==> src/hdl/tmb_pkg.sv <==
// Package for the timeout bank: channel count, operation and state codes,
// table entry and op unit structs. No dependencies.
`default_nettype none

package tmb_pkg;

    localparam int unsigned CHANNELS = 16;
    localparam int unsigned CH_W     = (CHANNELS > 1) ? $clog2(CHANNELS) : 1;
    localparam int unsigned TICK_W   = 32;

    typedef enum logic [2:0] {
        K_START         = 3'd0,
        K_TEST          = 3'd1,
        K_STOP          = 3'd2,
        K_CHECK_RESTART = 3'd3,
        K_READ_STATE    = 3'd4,
        K_READ_ELAPSED  = 3'd5,
        K_SWEEP         = 3'd6,
        K_RESERVED      = 3'd7
    } t_kind;

    typedef enum logic [1:0] {
        ST_NOT_STARTED = 2'd0,
        ST_STARTED     = 2'd1,
        ST_RUNNING     = 2'd2,
        ST_EXPIRED     = 2'd3
    } t_chan_st;

    // one channel's table word
    typedef struct packed {
        logic [TICK_W-1:0] tlen;
        logic [TICK_W-1:0] stamp;
        t_chan_st          st;
    } t_entry;

    localparam int unsigned ENTRY_W = $bits(t_entry);

    typedef struct packed {
        t_kind             kind;
        logic              chan_ok;
        logic [TICK_W-1:0] tmo;
        logic [TICK_W-1:0] now;
    } t_op_req;

    typedef struct packed {
        logic              we;
        t_entry            entry;
        logic              le_we;
        logic [TICK_W-1:0] le_new;
        logic              flag;
        t_chan_st          status;
        logic [TICK_W-1:0] elapsed;
    } t_op_res;

endpackage

`default_nettype wire

==> src/hdl/tmb_in_if.sv <==
// Input channel of the timeout bank: valid/ready plus one operation beat.
// Depends on nothing.
`default_nettype none

interface tmb_in_if;
    logic        valid;
    logic        ready;
    logic [2:0]  kind;
    logic [3:0]  channel;
    logic [31:0] timeout_ms;
    logic [31:0] now_ms;

    modport source (output valid, kind, channel, timeout_ms, now_ms, input ready);
    modport sink   (input valid, kind, channel, timeout_ms, now_ms, output ready);
endinterface

`default_nettype wire

==> src/hdl/tmb_out_if.sv <==
// Result channel of the timeout bank: valid/ready plus one result beat.
// Depends on nothing.
`default_nettype none

interface tmb_out_if;
    logic        valid;
    logic        ready;
    logic        expired_flag;
    logic [1:0]  status;
    logic [31:0] elapsed_ms;

    modport source (output valid, expired_flag, status, elapsed_ms, input ready);
    modport sink   (input valid, expired_flag, status, elapsed_ms, output ready);
endinterface

`default_nettype wire

==> src/hdl/tmb_ram.sv <==
// Generic single-write, single-read synchronous RAM, registered read data,
// read-before-write on an address collision. No dependencies.
`default_nettype none

module tmb_ram #(
    parameter int unsigned WIDTH = 8,
    parameter int unsigned DEPTH = 16
) (
    input  wire logic                             i_clk,
    input  wire logic                             i_we,
    input  wire logic [$clog2(DEPTH > 1 ? DEPTH : 2)-1:0] i_waddr,
    input  wire logic [WIDTH-1:0]                 i_wdata,
    input  wire logic                             i_re,
    input  wire logic [$clog2(DEPTH > 1 ? DEPTH : 2)-1:0] i_raddr,
    output logic      [WIDTH-1:0]                 o_rdata
);

    logic [WIDTH-1:0] mem [DEPTH];

    always_ff @(posedge i_clk) begin
        if (i_we) begin
            mem[i_waddr] <= i_wdata;
        end
    end

    always_ff @(posedge i_clk) begin
        if (i_re) begin
            o_rdata <= mem[i_raddr];
        end
    end

endmodule

`default_nettype wire

==> src/hdl/tmb_op_unit.sv <==
// Operation unit: applies one operation to a channel entry and the shared
// last-elapsed value. Pure logic. Depends on tmb_pkg.
`default_nettype none

module tmb_op_unit
    import tmb_pkg::*;
(
    input  wire t_op_req           i_req,
    input  wire t_entry            i_entry,
    input  wire logic [TICK_W-1:0] i_last,
    output t_op_res                o_res
);

    logic              tst_active;
    logic [TICK_W-1:0] diff;
    t_chan_st          tst_st;

    always_comb begin
        tst_active = (i_entry.tlen != '0) && (i_entry.st != ST_NOT_STARTED);
        // elapsed clamps to zero when the tick is behind the stamp
        diff       = (i_req.now >= i_entry.stamp) ? (i_req.now - i_entry.stamp) : '0;
        tst_st     = (i_entry.tlen <= diff) ? ST_EXPIRED : ST_RUNNING;
    end

    always_comb begin
        o_res         = '0;
        o_res.entry   = i_entry;
        o_res.status  = ST_NOT_STARTED;

        unique case (i_req.kind) inside
            K_START: begin
                if (i_req.chan_ok) begin
                    o_res.we          = 1'b1;
                    o_res.entry.tlen  = i_req.tmo;
                    o_res.entry.stamp = i_req.now;
                    o_res.entry.st    = ST_RUNNING;
                end
            end
            K_TEST, K_SWEEP: begin
                if (i_req.chan_ok && tst_active) begin
                    o_res.we       = 1'b1;
                    o_res.entry.st = tst_st;
                    o_res.le_we    = 1'b1;
                    o_res.le_new   = diff;
                end
            end
            K_CHECK_RESTART: begin
                if (i_req.chan_ok && tst_active) begin
                    o_res.we     = 1'b1;
                    o_res.le_we  = 1'b1;
                    o_res.le_new = diff;
                    if (tst_st == ST_EXPIRED) begin
                        o_res.entry.stamp = i_req.now;
                        o_res.entry.st    = ST_RUNNING;
                        o_res.flag        = 1'b1;
                    end else begin
                        o_res.entry.st = tst_st;
                    end
                end
            end
            K_STOP: begin
                if (i_req.chan_ok) begin
                    o_res.we         = 1'b1;
                    o_res.entry.tlen = '0;
                    o_res.entry.st   = ST_NOT_STARTED;
                end
            end
            K_READ_ELAPSED: begin
                // cleared even when the channel is out of range
                o_res.le_we  = 1'b1;
                o_res.le_new = '0;
                if (i_req.chan_ok && (i_entry.st != ST_NOT_STARTED)) begin
                    o_res.elapsed = i_last;
                end
            end
            default: begin
            end
        endcase

        if (i_req.chan_ok) begin
            o_res.status = o_res.entry.st;
        end
    end

endmodule

`default_nettype wire

==> src/hdl/multi_channel_timeout_bank.sv <==
// Timeout bank top level: issue stage, channel table RAM, op unit and
// result register. Depends on tmb_pkg, tmb_in_if, tmb_out_if, tmb_ram,
// tmb_op_unit.
//
// Usage: i_item carries one operation beat (kind, channel, timeout, current
// tick); o_result returns exactly one beat per operation, in order.
// Flow: an accepted beat is registered into the execute stage while its
// table word is read, then executed once the result register is free.
// Throughput: one operation per cycle while o_result is not held off, bounded
// by the single read and single write port of the channel table; a read of
// a channel issued with a write to it is taken from a bypass register.
// Reset: all channels read as not started, the sweep pointer and the shared
// last-elapsed value are zero. Per-entry valid flops mask stale RAM words,
// so the block accepts beats right after reset with no clearing pass.
// Stall: when o_result is held off, the result register keeps its beat and
// the execute stage keeps one more; i_item.ready drops once both are full.
`default_nettype none

module multi_channel_timeout_bank
    import tmb_pkg::*;
(
    input  wire logic i_clk,
    input  wire logic i_rst_n,
    tmb_in_if.sink    i_item,
    tmb_out_if.source o_result
);

    // issue side
    t_kind             s0_kind;
    logic [CH_W-1:0]   s0_addr;
    logic              s0_ok;
    logic              accept;

    // execute stage
    logic              r_s1_valid;
    t_kind             r_s1_kind;
    logic              r_s1_ok;
    logic [CH_W-1:0]   r_s1_addr;
    logic [TICK_W-1:0] r_s1_tmo;
    logic [TICK_W-1:0] r_s1_now;
    logic              s1_fire;
    logic              out_free;

    logic [CH_W-1:0]   r_sweep;
    logic [CH_W-1:0]   n_sweep;
    logic [TICK_W-1:0] r_last;
    logic [CHANNELS-1:0] r_vld;
    logic              r_fwd;
    t_entry            r_fwd_entry;
    logic [ENTRY_W-1:0] ram_q;
    t_entry            s1_entry;
    t_op_req           op_req;
    t_op_res           op_res;

    // result register
    logic              r_out_valid;
    logic              r_out_flag;
    t_chan_st          r_out_status;
    logic [TICK_W-1:0] r_out_elapsed;

    assign out_free     = !r_out_valid || o_result.ready;
    assign s1_fire      = r_s1_valid && out_free;
    assign i_item.ready = !r_s1_valid || out_free;
    assign accept       = i_item.valid && i_item.ready;

    always_comb begin
        s0_kind = t_kind'(i_item.kind);
        s0_ok   = (s0_kind == K_SWEEP) || (32'(i_item.channel) < CHANNELS);
        s0_addr = (s0_kind == K_SWEEP) ? r_sweep : CH_W'(i_item.channel);
        n_sweep = (r_sweep == CH_W'(CHANNELS - 1)) ? '0 : r_sweep + 1'b1;
    end

    tmb_ram #(
        .WIDTH (ENTRY_W),
        .DEPTH (CHANNELS)
    ) u_table (
        .i_clk   (i_clk),
        .i_we    (s1_fire && op_res.we),
        .i_waddr (r_s1_addr),
        .i_wdata (op_res.entry),
        .i_re    (accept),
        .i_raddr (s0_addr),
        .o_rdata (ram_q)
    );

    always_comb begin
        if (r_fwd) begin
            s1_entry = r_fwd_entry;
        end else if (r_vld[r_s1_addr]) begin
            s1_entry = t_entry'(ram_q);
        end else begin
            s1_entry = '0;
        end
        op_req.kind    = r_s1_kind;
        op_req.chan_ok = r_s1_ok;
        op_req.tmo     = r_s1_tmo;
        op_req.now     = r_s1_now;
    end

    tmb_op_unit u_op (
        .i_req   (op_req),
        .i_entry (s1_entry),
        .i_last  (r_last),
        .o_res   (op_res)
    );

    // control state
    always_ff @(posedge i_clk) begin
        if (!i_rst_n) begin
            r_s1_valid  <= 1'b0;
            r_out_valid <= 1'b0;
            r_sweep     <= '0;
            r_last      <= '0;
            r_vld       <= '0;
            r_fwd       <= 1'b0;
        end else begin
            if (accept) begin
                r_s1_valid <= 1'b1;
            end else if (s1_fire) begin
                r_s1_valid <= 1'b0;
            end

            if (s1_fire) begin
                r_out_valid <= 1'b1;
            end else if (o_result.ready) begin
                r_out_valid <= 1'b0;
            end

            if (accept && (s0_kind == K_SWEEP)) begin
                r_sweep <= n_sweep;
            end

            if (s1_fire && op_res.le_we) begin
                r_last <= op_res.le_new;
            end

            if (s1_fire && op_res.we) begin
                r_vld[r_s1_addr] <= 1'b1;
            end

            // same-channel back-to-back: RAM returns the old word, use bypass
            if (accept) begin
                r_fwd <= s1_fire && op_res.we && (r_s1_addr == s0_addr);
            end
        end
    end

    // payload
    always_ff @(posedge i_clk) begin
        if (accept) begin
            r_s1_kind   <= s0_kind;
            r_s1_ok     <= s0_ok;
            r_s1_addr   <= s0_addr;
            r_s1_tmo    <= i_item.timeout_ms;
            r_s1_now    <= i_item.now_ms;
            r_fwd_entry <= op_res.entry;
        end
        if (s1_fire) begin
            r_out_flag    <= op_res.flag;
            r_out_status  <= op_res.status;
            r_out_elapsed <= op_res.elapsed;
        end
    end

    assign o_result.valid        = r_out_valid;
    assign o_result.expired_flag = r_out_flag;
    assign o_result.status       = r_out_status;
    assign o_result.elapsed_ms   = r_out_elapsed;

    // a restart always leaves the channel running
    a_flag_running: assert property (@(posedge i_clk) disable iff (!i_rst_n)
        (o_result.valid && o_result.expired_flag) |-> (o_result.status == ST_RUNNING))
        else $error("expired flag with channel not running");

    // input back-pressure only when both stages hold a beat
    a_ready_full: assert property (@(posedge i_clk) disable iff (!i_rst_n)
        !i_item.ready |-> (r_s1_valid && r_out_valid))
        else $error("input stalled with a free stage");

    // a same-channel write under a read must arm the bypass
    a_fwd_armed: assert property (@(posedge i_clk) disable iff (!i_rst_n)
        (accept && s1_fire && op_res.we && (r_s1_addr == s0_addr)) |=> r_fwd)
        else $error("bypass not armed on same-channel collision");

    // every accepted beat reaches the execute stage
    a_accept_exec: assert property (@(posedge i_clk) disable iff (!i_rst_n)
        accept |=> r_s1_valid)
        else $error("accepted beat lost before execute");

endmodule

`default_nettype wire
==> src/flat_wrapper.sv <==
// flat-port wrapper written by rule: the top's interface ports become plain ports
module multi_channel_timeout_bank_flat import tmb_pkg::*;
  (i_clk, i_rst_n, i_item_valid, i_item_kind, i_item_channel, i_item_timeout_ms, i_item_now_ms, i_item_ready, o_result_valid, o_result_expired_flag, o_result_status, o_result_elapsed_ms, o_result_ready);
  tmb_in_if i_item_i ();
  tmb_out_if o_result_i ();
  input  wire logic i_clk;
  input  wire logic i_rst_n;
  input wire logic [$bits(i_item_i.valid)-1:0] i_item_valid;
  input wire logic [$bits(i_item_i.kind)-1:0] i_item_kind;
  input wire logic [$bits(i_item_i.channel)-1:0] i_item_channel;
  input wire logic [$bits(i_item_i.timeout_ms)-1:0] i_item_timeout_ms;
  input wire logic [$bits(i_item_i.now_ms)-1:0] i_item_now_ms;
  output wire logic [$bits(i_item_i.ready)-1:0] i_item_ready;
  output wire logic [$bits(o_result_i.valid)-1:0] o_result_valid;
  output wire logic [$bits(o_result_i.expired_flag)-1:0] o_result_expired_flag;
  output wire logic [$bits(o_result_i.status)-1:0] o_result_status;
  output wire logic [$bits(o_result_i.elapsed_ms)-1:0] o_result_elapsed_ms;
  input wire logic [$bits(o_result_i.ready)-1:0] o_result_ready;
  assign i_item_i.valid = i_item_valid;
  assign i_item_i.kind = i_item_kind;
  assign i_item_i.channel = i_item_channel;
  assign i_item_i.timeout_ms = i_item_timeout_ms;
  assign i_item_i.now_ms = i_item_now_ms;
  assign i_item_ready = i_item_i.ready;
  assign o_result_valid = o_result_i.valid;
  assign o_result_expired_flag = o_result_i.expired_flag;
  assign o_result_status = o_result_i.status;
  assign o_result_elapsed_ms = o_result_i.elapsed_ms;
  assign o_result_i.ready = o_result_ready;
  multi_channel_timeout_bank u_core (.i_clk(i_clk), .i_rst_n(i_rst_n), .i_item(i_item_i), .o_result(o_result_i));
endmodule
==> config.mk <==
export PLATFORM = sky130hd
export DESIGN_NAME = multi_channel_timeout_bank_flat
export DESIGN_NICKNAME = d
export VERILOG_FILES = /design/src/hdl/tmb_pkg.sv /design/src/hdl/tmb_in_if.sv /design/src/hdl/tmb_out_if.sv /design/src/hdl/tmb_ram.sv /design/src/hdl/tmb_op_unit.sv /design/src/hdl/multi_channel_timeout_bank.sv /design/src/flat_wrapper.sv
export SDC_FILE = /design/constraint.sdc
export NUM_CORES = 2
export LEC_CHECK = 0
export BUFFER_PORTS_ARGS = -buffer_cell sky130_fd_sc_hd__buf_2
export CORE_MARGIN = 4
export CORE_UTILIZATION = 35
export DETAILED_ROUTE_END_ITERATION = 10
export PLACE_DENSITY = 0.51
export RECOVER_POWER = 50
export SLEW_MARGIN = 20
export SYNTH_ARGS = -nofsm -noshare
export SYNTH_HDL_FRONTEND = slang
export SYNTH_HIERARCHICAL = 1
export SYNTH_SLANG_ARGS = --single-unit
==> constraint.sdc <==
create_clock -name i_clk -period 13.62 [get_ports i_clk]
set_input_delay 1.362 -clock i_clk [delete_from_list [all_inputs] [get_ports i_clk]]
set_output_delay 1.362 -clock i_clk [all_outputs]
set_load 0.01 [all_outputs]
==> reports/summary.txt <==
GRT Util Overall: 18.8%
clock skew: 0.0228 ns
required time worst endpoint: 14.01 ns
H-tree depth: 4
NumNets Final: 3294
Clock Tree Buf Depth: 3
Clock Latency Late Sink: 0.78 ns
initial antenna violation count: 10
cell family with most CP delay: buffers and inverters
Hold Vio Cnt, Final: 0
total negative setup slack: 0 ns
Port Buf Inserts: 111
Area Growth Syn to Fin: 14.2%
Worst-path clk slew: 0.06 ns
LEAKAGE: 20.2 nW
initial DRC count: 2944
post-layout util: 40.2%
initial core utilization: 35.2%
ANT nets after route: 0
non-filler cells, final: 5318
Hold Worst Slack: 0.464 ns
vias in the first global route: 29801
Critical Path Source Type: register
Post-CTS Resized: 0
total gr overflow: 0
CP Capture Type: register
CTS tree: built
Worst-Margin Slew: 4.55 ns
Hold EP: u_core/r_last[21]
Pwr Total: 8.91 mW
Post-CTS Setup Bufs: 0
Crit-path slowest cell: clkbuf_1
worst slack, placed: 5.77 ns
TritonRoute pass-1 iters: 7
final WL: 152000 um
Mapped Avg Cell Area: 18.4 um^2
Top Ports: 112
Setup-failing EPs final: 0
Slew headroom: -203%
Slowest Stage Delay on Critical Path: 2.15 ns
status: finished, violations left
routed wl met3: 11500 um
Die Y: 402 um
total of fill cells in the finished design: 13914
Post-Syn Instances: 2956
RR Startpoint: u_core/r_fwd
Via density: 5.49
fin crit share: 74.3%
WP data arrival: 10.51 ns
post-layout min period: 10.12 ns
Cells after DPL: 5049
area post-placement: 0.0576 mm^2
Worst Hold Depth: 2
layout cells sized above 1: 19.9%
final worst setup slack: 3.50 ns
failing checks: max-capacitance violations, max-slew violations
PD cells: 144 mW/mm^2
DRC viols: 0
Die ar.: 0.162 mm^2
Most used DFF post-synth: edfxtp_1
Crit Path Max Fanout: 51
final RePlAce weighted congestion: 0.867
Worst Reg2Reg Path Length in Cells: 14
max_cap viols: 16
Max Slew Vio Count: 757
clock tree sinks: 1349
worst hold start: u_core/r_last[21]
CP Cell Sequence: clkbuf_1 > clkbuf_1 > a22o_1 > nor4_1 > nand4_1 > nor2_1 > nor2_1 > a21oi_1 > a21oi_1 > and3_1 > or3b_2 > nor2_4 > buf_4 > buf_4
highest routed layer: met5
Distinct cells, synth: 71
R2R setup slack: 3.50 ns
RSZ-0062 raised after global routing: false
post-synthesis cell area: 0.0543 mm^2
Root Driver: clkbuf_16
Core Box Area: 0.154 mm^2
Num CTS Buffers: 145
post-route cell area: 0.0620 mm^2
first-pass GRT wire length: 218000 um
met1 WL: 64400 um
CP startpoint: u_core/r_fwd
Yosys reg bits: 1349
FMAX: 98.8 MHz
reg-to-reg endpoint: u_core/u_table/mem[3][49]
proportion of synthesized chip area in sequential cells: 73.5%
fraction of registers with async set/reset: 0%
Hold Crit Class: register to register
routed wl met2: 72300 um
Post-CTS Hold Fix Bufs: 0
Syn. warnings: 6
largest net degree at the start of global routing: 86
worst path bufs/invs: 4
die width: 402 um
WL/cell: 28.6 um
Post-synth EDFFs: 1294
Rows: 144
Worst VDD drop: 0.000131 V
WS Path Type: register to register
DPL Wire Length: 85500 um
via count: 29175
==> synth_stat cells, types with 4 or more instances <==
library cell	instances	area share, %
edfxtp_1	1294	72
mux4_2	268	11
nand2_1	242	1.7
a22oi_1	132	1.8
nor2b_1	103	1.2
clkbuf_1	97	0.67
a22o_1	67	1.1
ha_1	65	1.5
o21ai_0	63	0.58
a21oi_1	55	0.51
dfxtp_1	55	2.0
inv_1	48	0.33
and2_1	43	0.50
nand2b_1	42	0.48
nor2_1	42	0.29
a21boi_0	36	0.50
mux2_2	34	0.70
nor3_1	22	0.20
buf_2	21	0.19
nand3_1	19	0.17
buf_4	18	0.25
o21a_1	18	0.25
xnor2_1	16	0.26
nor4_1	15	0.17
xor2_1	15	0.24
a21o_1	13	0.18
buf_6	12	0.25
buf_1	11	0.076
nand4_1	11	0.13
and3_1	7	0.081
a211oi_1	6	0.083
o211ai_1	6	0.083
mux2i_1	5	0.092
nand3b_1	5	0.069
o21bai_1	5	0.069
or2_1	4	0.046
==> worst min-delay path, delay by kind of cell, from the launching register on <==
family	cells	cell delay, ns
DFF	1	0.31
AOI/OAI and AO/OA	1	0.06
and+or+nand+nor	1	0.04
==> state kept, by name, indices dropped and copies added, names as in the netlist, 2 cells and up <==
signal / flops
u_core/r_s1_now: 32
u_core/r_vld: 16
u_core/r_s1_kind: 3
u_core/r_fwd_entry: 66
u_core/r_s1_addr: 4
u_core/o_result.elapsed_ms: 32
u_core/u_table/mem: 1056
u_core/r_last: 32
u_core/o_result.status: 2
u_core/r_sweep: 4
u_core/r_s1_tmo: 32
u_core/u_table/o_rdata: 66
==> cell usage in the layout (no fill, tap or decap), types with 63 or more instances in the layout <==
| cell type | Yosys | routed |
|---|---|---|
| mux4_2 | 268 | 268 |
| clkbuf_1 | 97 | 120 |
| edfxtp_1 | 1294 | 1294 |
| o21ai_0 | 63 | 63 |
| ha_1 | 65 | 65 |
| buf_2 | 21 | 65 |
| nand2_1 | 242 | 241 |
| a22o_1 | 67 | 67 |
| clkbuf_16 | 0 | 148 |
| a22oi_1 | 132 | 132 |
| nor2b_1 | 103 | 101 |
==> cell families after synthesis <==
logic type | after synthesis | share of synthesized area [%]
muxes | 307 | 11.9
adders and majority gates | 66 | 1.53
and+or+nand+nor | 565 | 5.15
xor gates and xnor gates | 31 | 0.500
DFF | 1349 | 73.5
AOI/OAI and AO/OA | 428 | 5.59
buffers and inverters | 209 | 1.78
other | 1 | 0.00690
==> worst max path at each step <==
stage | cells past startpoint | endpoint | slack [ns]
3_3_place_gp | 25 | u_core/u_table/mem[13][21] | 5.78
6_report | 14 | u_core/u_table/mem[3][49] | 3.50
3_5_place_dp | 25 | u_core/u_table/mem[0][23] | 5.77
5_1_grt | 14 | u_core/u_table/mem[3][49] | 2.87
2_1_floorplan | 16 | u_core/u_table/mem[0][0] | 5.40
4_1_cts | 25 | u_core/r_fwd_entry[20] | 5.71
==> power breakdown <==
part	total, mW	leakage, nW	switching (mW)	internal (mW)
clock	3.86	2.27	1.61	2.25
combinational	0.458	5.26	0.268	0.191
sequential	4.59	12.7	0.0262	4.57
==> layout make-up <==
| class | count | area [um^2] | share of cell area [%] |
|---|---|---|---|
| multi-input cells | 1402 | 13600 | 21.9 |
| diodes | 4 | 10.0 | 0.0161 |
| flip-flops and latches | 1349 | 40000 | 64.4 |
| inverters | 50 | 188 | 0.303 |
| clock inverters | 85 | 837 | 1.35 |
| well taps | 2044 | 2560 | 4.12 |
| clock buffers | 179 | 3820 | 6.16 |
| repair buffers | 205 | 1070 | 1.73 |
==> routing by layer <==
metal / track usage, % / vias up
met5: 0 / -
met3: 3.71 / 221
met2: 29.9 / 1156
li1: - / 12258
met1: 26.1 / 15538
met4: 5.67 / 2
No activity file was read; power rests on OpenSTA's default activity.
